==> src/rtl/wvsc_pkg.sv <==
// ----------------------------------------------------------------------------
// wvsc_pkg
// Shared types and constants for the window variance stability check:
// transfer payloads, sequencer states and fixed field widths.
// ----------------------------------------------------------------------------
package wvsc_pkg;

    localparam int SAMPLE_W  = 16;
    localparam int VAR_W     = 30;
    localparam int CNT_OUT_W = 9;
    localparam int QUO_W     = VAR_W + 1;
    localparam int DCNT_W    = $clog2(QUO_W + 1);

    localparam logic [VAR_W-1:0]  THRESHOLD_RESET = VAR_W'(100);
    localparam logic [VAR_W-1:0]  VAR_MAX         = {VAR_W{1'b1}};
    localparam logic [DCNT_W-1:0] DIV_STEPS       = DCNT_W'(QUO_W);

    typedef struct packed {
        logic signed [SAMPLE_W-1:0] sample;
        logic                       last;
    } in_item_t;

    typedef struct packed {
        logic [VAR_W-1:0]     window_variance;
        logic                 stable;
        logic [CNT_OUT_W-1:0] sample_count;
        logic                 truncated;
    } out_item_t;

    typedef enum logic [2:0] {
        ST_IDLE,
        ST_SQ,
        ST_NSQ,
        ST_SSQ,
        ST_SUB,
        ST_NN,
        ST_DIV
    } seq_state_t;

endpackage

==> src/rtl/window_variance_stability_check_core.sv <==
// ----------------------------------------------------------------------------
// Sequence: a sample with no last mark is taken, then squared by shift-add
// (one step per significant bit of |sample| plus one), and no new sample is
// taken until that is done. A last sample adds n*sumsq, sum^2, a subtract, n*n
// (one step per multiplier bit plus one each) and a 31-step restoring divide.
// Throughput is set by the single shift-add/subtract unit all steps share.
// Reset: control and accumulators cleared, threshold 100, no result pending.
// ----------------------------------------------------------------------------
// window_variance_stability_check_core
// Population variance of a flagged window of signed samples, with stable
// flag against a programmable threshold and a dropped-sample flag.
// ----------------------------------------------------------------------------
module window_variance_stability_check_core #(
    parameter int WINDOW_MAX = 256
) (
    input  logic                        clk,
    input  logic                        rst_n,
    input  logic                        in_valid,
    output logic                        in_ready,
    input  wvsc_pkg::in_item_t          in_data,
    output logic                        out_valid,
    input  logic                        out_ready,
    output wvsc_pkg::out_item_t         out_data,
    input  logic                        cfg_valid,
    output logic                        cfg_ready,
    input  logic [wvsc_pkg::VAR_W-1:0]  cfg_data
);
    import wvsc_pkg::*;

    localparam int LOG_W = $clog2(WINDOW_MAX);
    localparam int CW    = $clog2(WINDOW_MAX + 1);
    localparam int SUM_W = SAMPLE_W + 1 + LOG_W;
    localparam int SQ_W  = 2 * SAMPLE_W - 1 + LOG_W;
    localparam int MAG_W = SAMPLE_W + 1;
    localparam int PW    = 2 * SAMPLE_W + 2 * LOG_W;
    localparam int DSW   = 2 * CW + QUO_W - 1;
    localparam int XW    = (PW > DSW) ? PW : DSW;
    localparam int BW    = SUM_W;
    localparam logic [CW-1:0] WIN_MAX_C = CW'(WINDOW_MAX);

    seq_state_t             state_reg, state_next;
    logic [CW-1:0]          count_reg, count_next;
    logic signed [SUM_W-1:0] sum_reg, sum_next;
    logic [SQ_W-1:0]        sumsq_reg, sumsq_next;
    logic                   ovf_reg, ovf_next;
    logic                   last_reg, last_next;
    logic [VAR_W-1:0]       thr_reg, thr_next;
    logic                   out_valid_reg, out_valid_next;
    logic [DCNT_W-1:0]      dcnt_reg, dcnt_next;

    logic [XW-1:0]          mcand_reg, mcand_next;
    logic [BW-1:0]          mplier_reg, mplier_next;
    logic [XW-1:0]          prod_reg, prod_next;
    logic [XW-1:0]          t_reg, t_next;
    logic [XW-1:0]          rem_reg, rem_next;
    logic [XW-1:0]          dsh_reg, dsh_next;
    logic [QUO_W-1:0]       quo_reg, quo_next;
    out_item_t              out_data_reg, out_data_next;

    logic [XW-1:0]          add_a, add_b;
    logic                   add_sub;
    logic [XW:0]            add_res;
    logic                   borrow;

    logic signed [MAG_W-1:0] samp_ext;
    logic [MAG_W-1:0]       samp_mag;
    logic [SUM_W-1:0]       sum_mag;
    logic [VAR_W-1:0]       var_sat;

    assign samp_ext = MAG_W'(in_data.sample);
    assign samp_mag = samp_ext[MAG_W-1] ? unsigned'(-samp_ext) : unsigned'(samp_ext);
    assign sum_mag  = sum_reg[SUM_W-1] ? unsigned'(-sum_reg) : unsigned'(sum_reg);
    assign var_sat  = quo_reg[QUO_W-1] ? VAR_MAX : quo_reg[VAR_W-1:0];

    // shared add / subtract unit
    always_comb
    begin
        case (state_reg)
            ST_SUB:
            begin
                add_a   = t_reg;
                add_b   = prod_reg;
                add_sub = 1'b1;
            end
            ST_DIV:
            begin
                add_a   = rem_reg;
                add_b   = dsh_reg;
                add_sub = 1'b1;
            end
            default:
            begin
                add_a   = prod_reg;
                add_b   = mplier_reg[0] ? mcand_reg : '0;
                add_sub = 1'b0;
            end
        endcase
    end

    assign add_res = add_sub ? ({1'b0, add_a} - {1'b0, add_b})
                             : ({1'b0, add_a} + {1'b0, add_b});
    assign borrow  = add_res[XW];

    assign in_ready  = (state_reg == ST_IDLE);
    assign cfg_ready = 1'b1;
    assign out_valid = out_valid_reg;
    assign out_data  = out_data_reg;

    always_comb
    begin
        state_next     = state_reg;
        count_next     = count_reg;
        sum_next       = sum_reg;
        sumsq_next     = sumsq_reg;
        ovf_next       = ovf_reg;
        last_next      = last_reg;
        thr_next       = thr_reg;
        out_valid_next = out_valid_reg;
        dcnt_next      = dcnt_reg;
        mcand_next     = mcand_reg;
        mplier_next    = mplier_reg;
        prod_next      = prod_reg;
        t_next         = t_reg;
        rem_next       = rem_reg;
        dsh_next       = dsh_reg;
        quo_next       = quo_reg;
        out_data_next  = out_data_reg;

        if (cfg_valid)
        begin
            thr_next = cfg_data;
        end
        if (out_valid_reg && out_ready)
        begin
            out_valid_next = 1'b0;
        end

        case (state_reg)
            ST_IDLE:
            begin
                if (in_valid)
                begin
                    last_next = in_data.last;
                    if (count_reg < WIN_MAX_C)
                    begin
                        count_next  = count_reg + CW'(1);
                        sum_next    = sum_reg + SUM_W'(in_data.sample);
                        prod_next   = XW'(sumsq_reg);
                        mcand_next  = XW'(samp_mag);
                        mplier_next = BW'(samp_mag);
                        state_next  = ST_SQ;
                    end
                    else
                    begin
                        ovf_next = 1'b1;
                        if (in_data.last)
                        begin
                            prod_next   = '0;
                            mcand_next  = XW'(sumsq_reg);
                            mplier_next = BW'(count_reg);
                            state_next  = ST_NSQ;
                        end
                    end
                end
            end
            ST_SQ, ST_NSQ, ST_SSQ, ST_NN:
            begin
                if (mplier_reg != '0)
                begin
                    prod_next   = add_res[XW-1:0];
                    mcand_next  = mcand_reg << 1;
                    mplier_next = mplier_reg >> 1;
                end
                else
                begin
                    case (state_reg)
                        ST_SQ:
                        begin
                            sumsq_next = prod_reg[SQ_W-1:0];
                            if (last_reg)
                            begin
                                prod_next   = '0;
                                mcand_next  = XW'(prod_reg[SQ_W-1:0]);
                                mplier_next = BW'(count_reg);
                                state_next  = ST_NSQ;
                            end
                            else
                            begin
                                state_next = ST_IDLE;
                            end
                        end
                        ST_NSQ:
                        begin
                            t_next      = prod_reg;
                            prod_next   = '0;
                            mcand_next  = XW'(sum_mag);
                            mplier_next = BW'(sum_mag);
                            state_next  = ST_SSQ;
                        end
                        ST_SSQ:
                        begin
                            state_next = ST_SUB;
                        end
                        default:
                        begin
                            dsh_next   = prod_reg << (QUO_W - 1);
                            quo_next   = '0;
                            dcnt_next  = DIV_STEPS;
                            state_next = ST_DIV;
                        end
                    endcase
                end
            end
            ST_SUB:
            begin
                // numerator clamps at zero
                rem_next    = borrow ? '0 : add_res[XW-1:0];
                prod_next   = '0;
                mcand_next  = XW'(count_reg);
                mplier_next = BW'(count_reg);
                state_next  = ST_NN;
            end
            ST_DIV:
            begin
                if (dcnt_reg != '0)
                begin
                    if (!borrow)
                    begin
                        rem_next = add_res[XW-1:0];
                    end
                    quo_next  = {quo_reg[QUO_W-2:0], ~borrow};
                    dsh_next  = dsh_reg >> 1;
                    dcnt_next = dcnt_reg - DCNT_W'(1);
                end
                else if (!out_valid_reg || out_ready)
                begin
                    out_data_next.window_variance = var_sat;
                    out_data_next.stable          = (var_sat < thr_reg);
                    out_data_next.sample_count    = CNT_OUT_W'(count_reg);
                    out_data_next.truncated       = ovf_reg;
                    out_valid_next                = 1'b1;
                    count_next                    = '0;
                    sum_next                      = '0;
                    sumsq_next                    = '0;
                    ovf_next                      = 1'b0;
                    state_next                    = ST_IDLE;
                end
            end
            default:
            begin
                state_next = ST_IDLE;
            end
        endcase
    end

    always_ff @(posedge clk or negedge rst_n)
    begin
        if (!rst_n)
        begin
            state_reg     <= ST_IDLE;
            count_reg     <= '0;
            sum_reg       <= '0;
            sumsq_reg     <= '0;
            ovf_reg       <= 1'b0;
            last_reg      <= 1'b0;
            thr_reg       <= THRESHOLD_RESET;
            out_valid_reg <= 1'b0;
            dcnt_reg      <= '0;
        end
        else
        begin
            state_reg     <= state_next;
            count_reg     <= count_next;
            sum_reg       <= sum_next;
            sumsq_reg     <= sumsq_next;
            ovf_reg       <= ovf_next;
            last_reg      <= last_next;
            thr_reg       <= thr_next;
            out_valid_reg <= out_valid_next;
            dcnt_reg      <= dcnt_next;
        end
    end

    always_ff @(posedge clk)
    begin
        mcand_reg    <= mcand_next;
        mplier_reg   <= mplier_next;
        prod_reg     <= prod_next;
        t_reg        <= t_next;
        rem_reg      <= rem_next;
        dsh_reg      <= dsh_next;
        quo_reg      <= quo_next;
        out_data_reg <= out_data_next;
    end

    a_count_bound: assert property (@(posedge clk) disable iff (!rst_n)
        count_reg <= WIN_MAX_C)
        else $error("window count beyond bound");

    a_sample_to_square: assert property (@(posedge clk) disable iff (!rst_n)
        in_valid && in_ready && (count_reg < WIN_MAX_C) |=> state_reg == ST_SQ)
        else $error("accumulated sample not squared");

    a_result_clears: assert property (@(posedge clk) disable iff (!rst_n)
        (state_reg == ST_DIV) && (dcnt_reg == '0) && (!out_valid_reg || out_ready)
        |=> (count_reg == '0) && !ovf_reg && out_valid_reg)
        else $error("accumulators not cleared on result");

    a_result_from_divide: assert property (@(posedge clk) disable iff (!rst_n)
        $rose(out_valid_reg) |-> $past(state_reg == ST_DIV))
        else $error("result raised outside divide");

endmodule
==> config.mk <==
export PLATFORM = sky130hd
export DESIGN_NAME = window_variance_stability_check_core
export DESIGN_NICKNAME = d
export VERILOG_FILES = /design/src/rtl/wvsc_pkg.sv /design/src/rtl/window_variance_stability_check_core.sv
export SDC_FILE = /design/constraint.sdc
export NUM_CORES = 1
export LEC_CHECK = 0
export ABC_AREA = 1
export BUFFER_PORTS_ARGS = -buffer_cell sky130_fd_sc_hd__clkbuf_2
export CAP_MARGIN = 20
export CORE_MARGIN = 1.5
export CORE_UTILIZATION = 63
export DETAILED_ROUTE_END_ITERATION = 12
export PLACE_DENSITY = 0.79
export SLEW_MARGIN = 15
export SYNTH_ARGS = -nofsm -noshare
export SYNTH_HDL_FRONTEND = slang
export SYNTH_SLANG_ARGS = --single-unit
==> constraint.sdc <==
create_clock -name clk -period 12.47 [get_ports clk]
set_clock_uncertainty 0.2 [all_clocks]
set_input_delay 2.494 -clock clk [delete_from_list [all_inputs] [get_ports clk]]
set_output_delay 2.494 -clock clk [all_outputs]
set_load 0.02 [all_outputs]
==> metrics.yaml, run 1 <==
synthesis:
  syn_inst: 3549
  yosysSeqAreaShare_pct: 45.7
  synth_seq_cells: 451
  synth_edf_count: 337
  syn_avg_cell_area_um2: 7.99
  async_reset_ff_share_pct: 25.3
  syn_area_um2: 28400
  synth_top_area_share_pct: 35.7
  synth_cell_types: 58
  syn_nets: 3721
  synth.top_cells.by_area: "edfxtp_1 36%, nand2_1 13%, dfrtp_1 9.8%"
  synth_top_area_cell: "edfxtp_1"
  ys_warn_count: 0
  synth-main-ff-cell: "edfxtp_1"
worst_hold_path:
  hp-class: "register to register"
outcome:
  outcome: "completed"
place:
  port_buffers: 94
  gp_congestion: 1.11
  place_inst: 4143
  dp_worst_setup_slack_ns: 5.19
  place_hpwl_mm: 67.5
global_route:
  grt_util_all_layers_pct: 39.5
  gr-usage-met2_pct: 61.1
  grt-busiest-layer: "met2"
  grt_pass1_vias: 24800
  grt-ovfl-total: 0
  grt_pass1_wl_mm: 141
  use_met3_pct: 6.17
  grt_util_met1_pct: 56.1
  grt_max_degree: 78
  antenna_found_initial: 2
cts:
  ctsResizeCount: 0
  clk_pin_slew_worst_paths_ns: 0.06
  post-cts-setup-buffer-count: 0
  cts_made_buffers: 46
  cts.path.max_buffers: 3
  clock_sinks: 451
  clkLatencyLatePin_ns: 0.61
  cts_root_buffer: "clkbuf_16"
  cts_tree: "yes"
  htree_levels: 2
  cts_hold_buffers: 0
timing:
  hold_viol: 0
  period_needed_ns: 7.68
  setup_tns_ns: 0
  slew_headroom_pct: 17.7
  finalCritPeriodShare_pct: 61.6
  rsz0062_at_grt: "false"
  finalSetupViolations: 0
  fmax_mhz: 130
  setup_slack_ns: 4.79
  slew_violations: 0
  worst_pin_slew_ns: 1.22
critical_path:
  critical_path_arrival_ns: 7.81
  cp.required_ns: 12.60
  crit_chain: "buf_4, inv_2, nor2_4, buf_4, nor2_1, nor2_2, nand2_1, nor2_1, nand3_1, o21ai_0, nand4_1, nand2_1, inv_1, ha_1, a21oi_1, o21ai_0, nand2_1, nand3_1, a21oi_1, nand3_1, nand3_4, nand3_4, nand2_1, inv_1"
  endpoint_kind: "register"
  critPathLaunchType: "register"
  path_delay_family: "simple AND/OR/NAND/NOR gates"
  cpPeakStageDelay_ns: 0.98
  crit_top_cell: "nand2_1"
  crit_buf_inv: 5
  path_class: "register to register"
  critPathMaxFanout: 65
  cp_slowest_cell: "o21ai_0"
finish:
  fin_nets: 3771
  fillers: 3551
  register_area_um2: 13000
  final_core_util_pct: 69.5
  stdcell_count: 4230
  drive_gt1_share_pct: 9.18
  multi_input_area_um2: 13100
  most-common-layout-cells: "956 x nand2_1, 438 x inv_1, 340 x nor2_1"
  area_delta_synth_final_pct: 8.49
  final_common_cell: "nand2_1"
detailed_routing:
  drt-wirelength-per-cell_um: 21.7
  ant_nets: 0
  routed_wl_mm: 91.9
  drc_errors: 0
  routed_via_density: 6.19
  num_vias: 26200
  drt_iter0_drc: 3864
  first_pass_iters: 8
die:
  ios: 96
  row_count: 77
  start_util_pct: 64.0
  core_area_um2: 44300
  die_w_um: 215
  dieHeight_um: 215
  dieArea_um2: 46300
run:
  maxCapViolCount: 0
[synth_stat cells (3+ instances only)]
| cell type | number |
|---|---|
| clkbuf_1 | 76 |
| nand3_2 | 9 |
| buf_4 | 7 |
| xor2_1 | 66 |
| nor2_2 | 36 |
| o211ai_1 | 34 |
| nand2_1 | 956 |
| nand4_1 | 58 |
| clkinv_1 | 5 |
| buf_6 | 11 |
| or2_2 | 9 |
| nor4_1 | 8 |
| nand2_4 | 11 |
| dfstp_2 | 3 |
| o21ai_1 | 5 |
| and2_1 | 5 |
| o22ai_1 | 17 |
| buf_1 | 5 |
| nor3_1 | 48 |
| inv_1 | 443 |
| a21o_1 | 11 |
| buf_2 | 17 |
| edfxtp_1 | 337 |
| nand3b_1 | 9 |
| a31oi_1 | 13 |
| o21a_1 | 9 |
| a21oi_1 | 172 |
| nor3_2 | 3 |
| dfrtp_1 | 111 |
| o221ai_1 | 20 |
| o2111ai_1 | 7 |
| ha_1 | 118 |
| o21bai_1 | 10 |
| a211oi_1 | 5 |
| nand2_2 | 11 |
| inv_2 | 24 |
| nor2_1 | 341 |
| nand3_1 | 205 |
| xnor2_1 | 29 |
| nor2_4 | 17 |
| o21ai_0 | 244 |
[logic make-up (layout without fill, tap and decap cells)]
kind of cell	Yosys count	count (layout)	synth area share, %
AND/OR/NAND/NOR	1732	1732	26.5
buffers and inverters	590	678	8.36
AO/OA/AOI/OAI	558	558	11.1
flip-flops	451	451	45.7
adder cells (fa/ha/maj)	120	120	5.34
XOR/XNOR	95	95	2.93
multiplexers	2	2	0.0794
other	1	2	0.0132
[stage by stage]
| step | hold WS (ns) | cell area (µm²) |
|---|---|---|
| floorplan | 0.225 | 28400 |
| global placement | 0.231 | 29200 |
| detailed placement | 0.242 | 29200 |
| CTS | 0.257 | 30800 |
| global route | 0.276 | 30800 |
| finish | 0.262 | 30800 |
[final cells by class]
class | instances | area share [%]
clock buffers | 65 | 4.26
flip-flops and latches | 451 | 42.2
clock inverters | 21 | 0.711
multi-input cells | 2508 | 42.5
diodes | 1 | 0.00813
well taps | 592 | 2.41
inverters | 472 | 5.76
repair buffers | 120 | 2.24
[final timing paths]
check                                               from  depth (start not counted)  slack [ns]                   endpoint
worst max-delay path            state_reg[2]$_DFFE_PN0P_                         24        4.79      rem_reg[21]$_DFFE_PP_
worst min-delay path                 ovf_reg$_DFFE_PN0P_                          0        0.26      out_data[0]$_DFFE_PP_
worst max register to register  state_reg[2]$_DFFE_PN0P_                         24        4.79      rem_reg[21]$_DFFE_PP_
worst min register to register       ovf_reg$_DFFE_PN0P_                          0        0.26      out_data[0]$_DFFE_PP_
max in group asynchronous                          rst_n                          2        9.30  sumsq_reg[19]$_DFFE_PN0P_
min in group asynchronous                          rst_n                          1        1.66    thr_reg[15]$_DFFE_PN0P_
[layer usage]
metal | part of all wire (%) | up-vias | routed length (µm)
met5 | 0.014 | - | 13
met4 | 4.1 | 2 | 3790
met3 | 12 | 263 | 10800
met2 | 44 | 1762 | 40600
met1 | 40 | 12300 | 36700
li1 | - | 11800 | -
Power of run 1 is not shown: default switching activity piles up to over one toggle a cycle in this logic, so the estimate is an artifact.
==> run 2, diff against run 1 <==
--- a/config.mk
+++ b/config.mk
@@ -5,7 +5,7 @@
 export SDC_FILE = /design/constraint.sdc
 export NUM_CORES = 1
 export LEC_CHECK = 0
-export ABC_AREA = 1
+export ABC_AREA = 0
 export BUFFER_PORTS_ARGS = -buffer_cell sky130_fd_sc_hd__clkbuf_2
 export CAP_MARGIN = 20
 export CORE_MARGIN = 1.5
==> constraint.sdc (replaced) <==
create_clock -name clk -period 7.7 [get_ports clk]
set_clock_uncertainty 0.2 [all_clocks]
set_input_delay 1.54 -clock clk [delete_from_list [all_inputs] [get_ports clk]]
set_output_delay 1.54 -clock clk [all_outputs]
set_load 0.02 [all_outputs]
==> run 2 against run 1 <==
Sequential share of layout area is 2.5 points higher. Critical path depth is 3 lower. Register-to-register slack worse by 4.3 ns. Die area is 6.5% lower. Count of clock-buffer cells in the layout is 6 higher. First-iteration DRC count is 30% lower. Highest routed layer unchanged.
==> metrics.yaml, run 2 <==
outcome:
  outcome: "completed"
global_route:
  grt_pass1_wl_mm: 115
  grt-ovfl-total: 0
  antenna_found_initial: 2
  grt_util_all_layers_pct: 33.5
  grt_pass1_vias: 21100
  grt_max_degree: 88
synthesis:
  synth_edf_count: 337
  synth_top_cells_by_count: "424 x nand2_1, 337 x edfxtp_1, 305 x o21ai_0, 181 x nor2_1, 148 x a21oi_1"
  synth_cell_types: 86
  syn_area_um2: 26500
  async_reset_ff_share_pct: 25.3
  synth_top_area_share_pct: 38.2
  synth_top_area_cell: "edfxtp_1"
  syn_inst: 2700
  synth_most_common_cell: "nand2_1"
  synth-main-ff-cell: "edfxtp_1"
  synth.top_cells.by_area: "edfxtp_1 38%, dfrtp_1 10%, nand2_1 6.0%"
  ys_warn_count: 0
  synth_seq_cells: 451
  syn_nets: 2872
  yosysSeqAreaShare_pct: 48.9
  syn_avg_cell_area_um2: 9.82
timing:
  setup_tns_ns: 0
  slew_violations: 0
  worst_pin_slew_ns: 1.11
  finalCritPeriodShare_pct: 93.0
  period_needed_ns: 7.16
  hold_viol: 0
  slew_headroom_pct: 25.7
  fmax_mhz: 140
  finalSetupViolations: 0
  rsz0062_at_grt: "false"
critical_path:
  crit_chain: "buf_4, mux2i_1, nand4_1, o21a_1, nor4_4, and2_1, nand2_2, or4b_1, o311ai_0, o21ai_1, ha_1, nand4_1, nor4_1, a221oi_1, o21ai_0, a311oi_2, a21oi_1, a311oi_1, o21a_1, nor2_4, buf_6"
  path_delay_family: "simple AND/OR/NAND/NOR gates"
  critical_path_arrival_ns: 7.22
  endpoint_kind: "register"
  cp_slowest_cell: "dfrtp_4"
  critPathLaunchType: "register"
  crit_buf_inv: 2
  path_class: "register to register"
  cp.required_ns: 7.76
  cpPeakStageDelay_ns: 0.75
  critPathMaxFanout: 39
cts:
  clk_pin_slew_worst_paths_ns: 0.06
  htree_levels: 2
  cts.path.max_buffers: 3
  ctsResizeCount: 0
  cts_tree: "yes"
  clock_sinks: 451
  clkLatencyLatePin_ns: 0.62
  cts_hold_buffers: 0
  post-cts-setup-buffer-count: 0
  cts_made_buffers: 48
  cts_root_buffer: "clkbuf_16"
die:
  row_count: 74
  die_w_um: 208
  start_util_pct: 64.3
  dieHeight_um: 208
  dieArea_um2: 43300
  core_area_um2: 41200
  ios: 96
finish:
  area_delta_synth_final_pct: 9.68
  final_common_cell: "nand2_1"
  fin_nets: 2908
  fillers: 3082
  drive_gt1_share_pct: 10.7
  antennaDiodeCount: 0
  most-common-layout-cells: "423 x nand2_1, 337 x edfxtp_1, 304 x o21ai_0"
detailed_routing:
  drt_iter0_drc: 2692
  drt-wirelength-per-cell_um: 22.1
  first_pass_iters: 6
  routed_via_density: 6.55
  routed_wl_mm: 73.1
  drc_errors: 0
  num_vias: 21700
  ant_nets: 0
worst_hold_path:
  hp-class: "register to register"
place:
  gp_congestion: 0.936
  port_buffers: 94
  place_hpwl_mm: 49.6
run:
  maxCapViolCount: 0
-- run 2: worst paths after layout --
kind / from / to / slack [ns] / depth (start not counted)
max: state_reg[1]$_DFFE_PN0P_ / rem_reg[17]$_DFFE_PP_ / 0.54 / 21
min: ovf_reg$_DFFE_PN0P_ / out_data[0]$_DFFE_PP_ / 0.26 / 0
max reg2reg: state_reg[1]$_DFFE_PN0P_ / rem_reg[17]$_DFFE_PP_ / 0.54 / 21
min reg2reg: ovf_reg$_DFFE_PN0P_ / out_data[0]$_DFFE_PP_ / 0.26 / 0
max in group asynchronous: rst_n / state_reg[1]$_DFFE_PN0P_ / 4.95 / 2
min in group asynchronous: rst_n / thr_reg[25]$_DFFE_PN0P_ / 0.80 / 1
-- run 2: metrics by stage --
stage               hold WS (ns)  cell area, µm²  setup WS [ns]  instances  util [%]
floorplan                  0.223           26500          0.254       2700         -
global placement           0.242           27400          0.497       3216      66.5
detailed placement         0.245           27400          0.330       3217      66.6
CTS                        0.260           29100          0.268       3307      70.5
global route               0.267           29100        0.00489       3308      70.6
finish                     0.264           29100          0.539       3308      70.6
-- run 2: cell type report --
class	count	area, µm²	share of cell area [%]
Multi-Input combinational cell	2017	12700	43.6
Clock inverter	19	267	0.917
Timing Repair Buffer	137	810	2.78
Sequential cell	451	13000	44.6
Inverter	81	304	1.05
Clock buffer	71	1380	4.74
Tap cell	532	666	2.29
-- run 2: logic make-up (layout without fill, tap and decap cells) --
logic type	after synthesis	in the layout	share of synthesized area [%]
flops	451	451	48.9
mux	114	114	4.38
other cells	1	1	0.0141
compound gates	734	734	17.1
simple gates	919	920	16.0
fa+ha+maj	120	120	5.72
xor+xnor	128	128	4.23
buf+inv	233	308	3.56
-- run 2: layer usage --
layer,track usage [%],wire length [µm],share of wire (%),up-vias
met5,0,10,0.014,-
li1,-,-,-,9956
met3,4.80,6520,8.9,181
met2,54.2,34100,47,1122
met4,12.6,2720,3.7,2
met1,46.0,29800,41,10400
Power of run 2 is left out for the same reason.
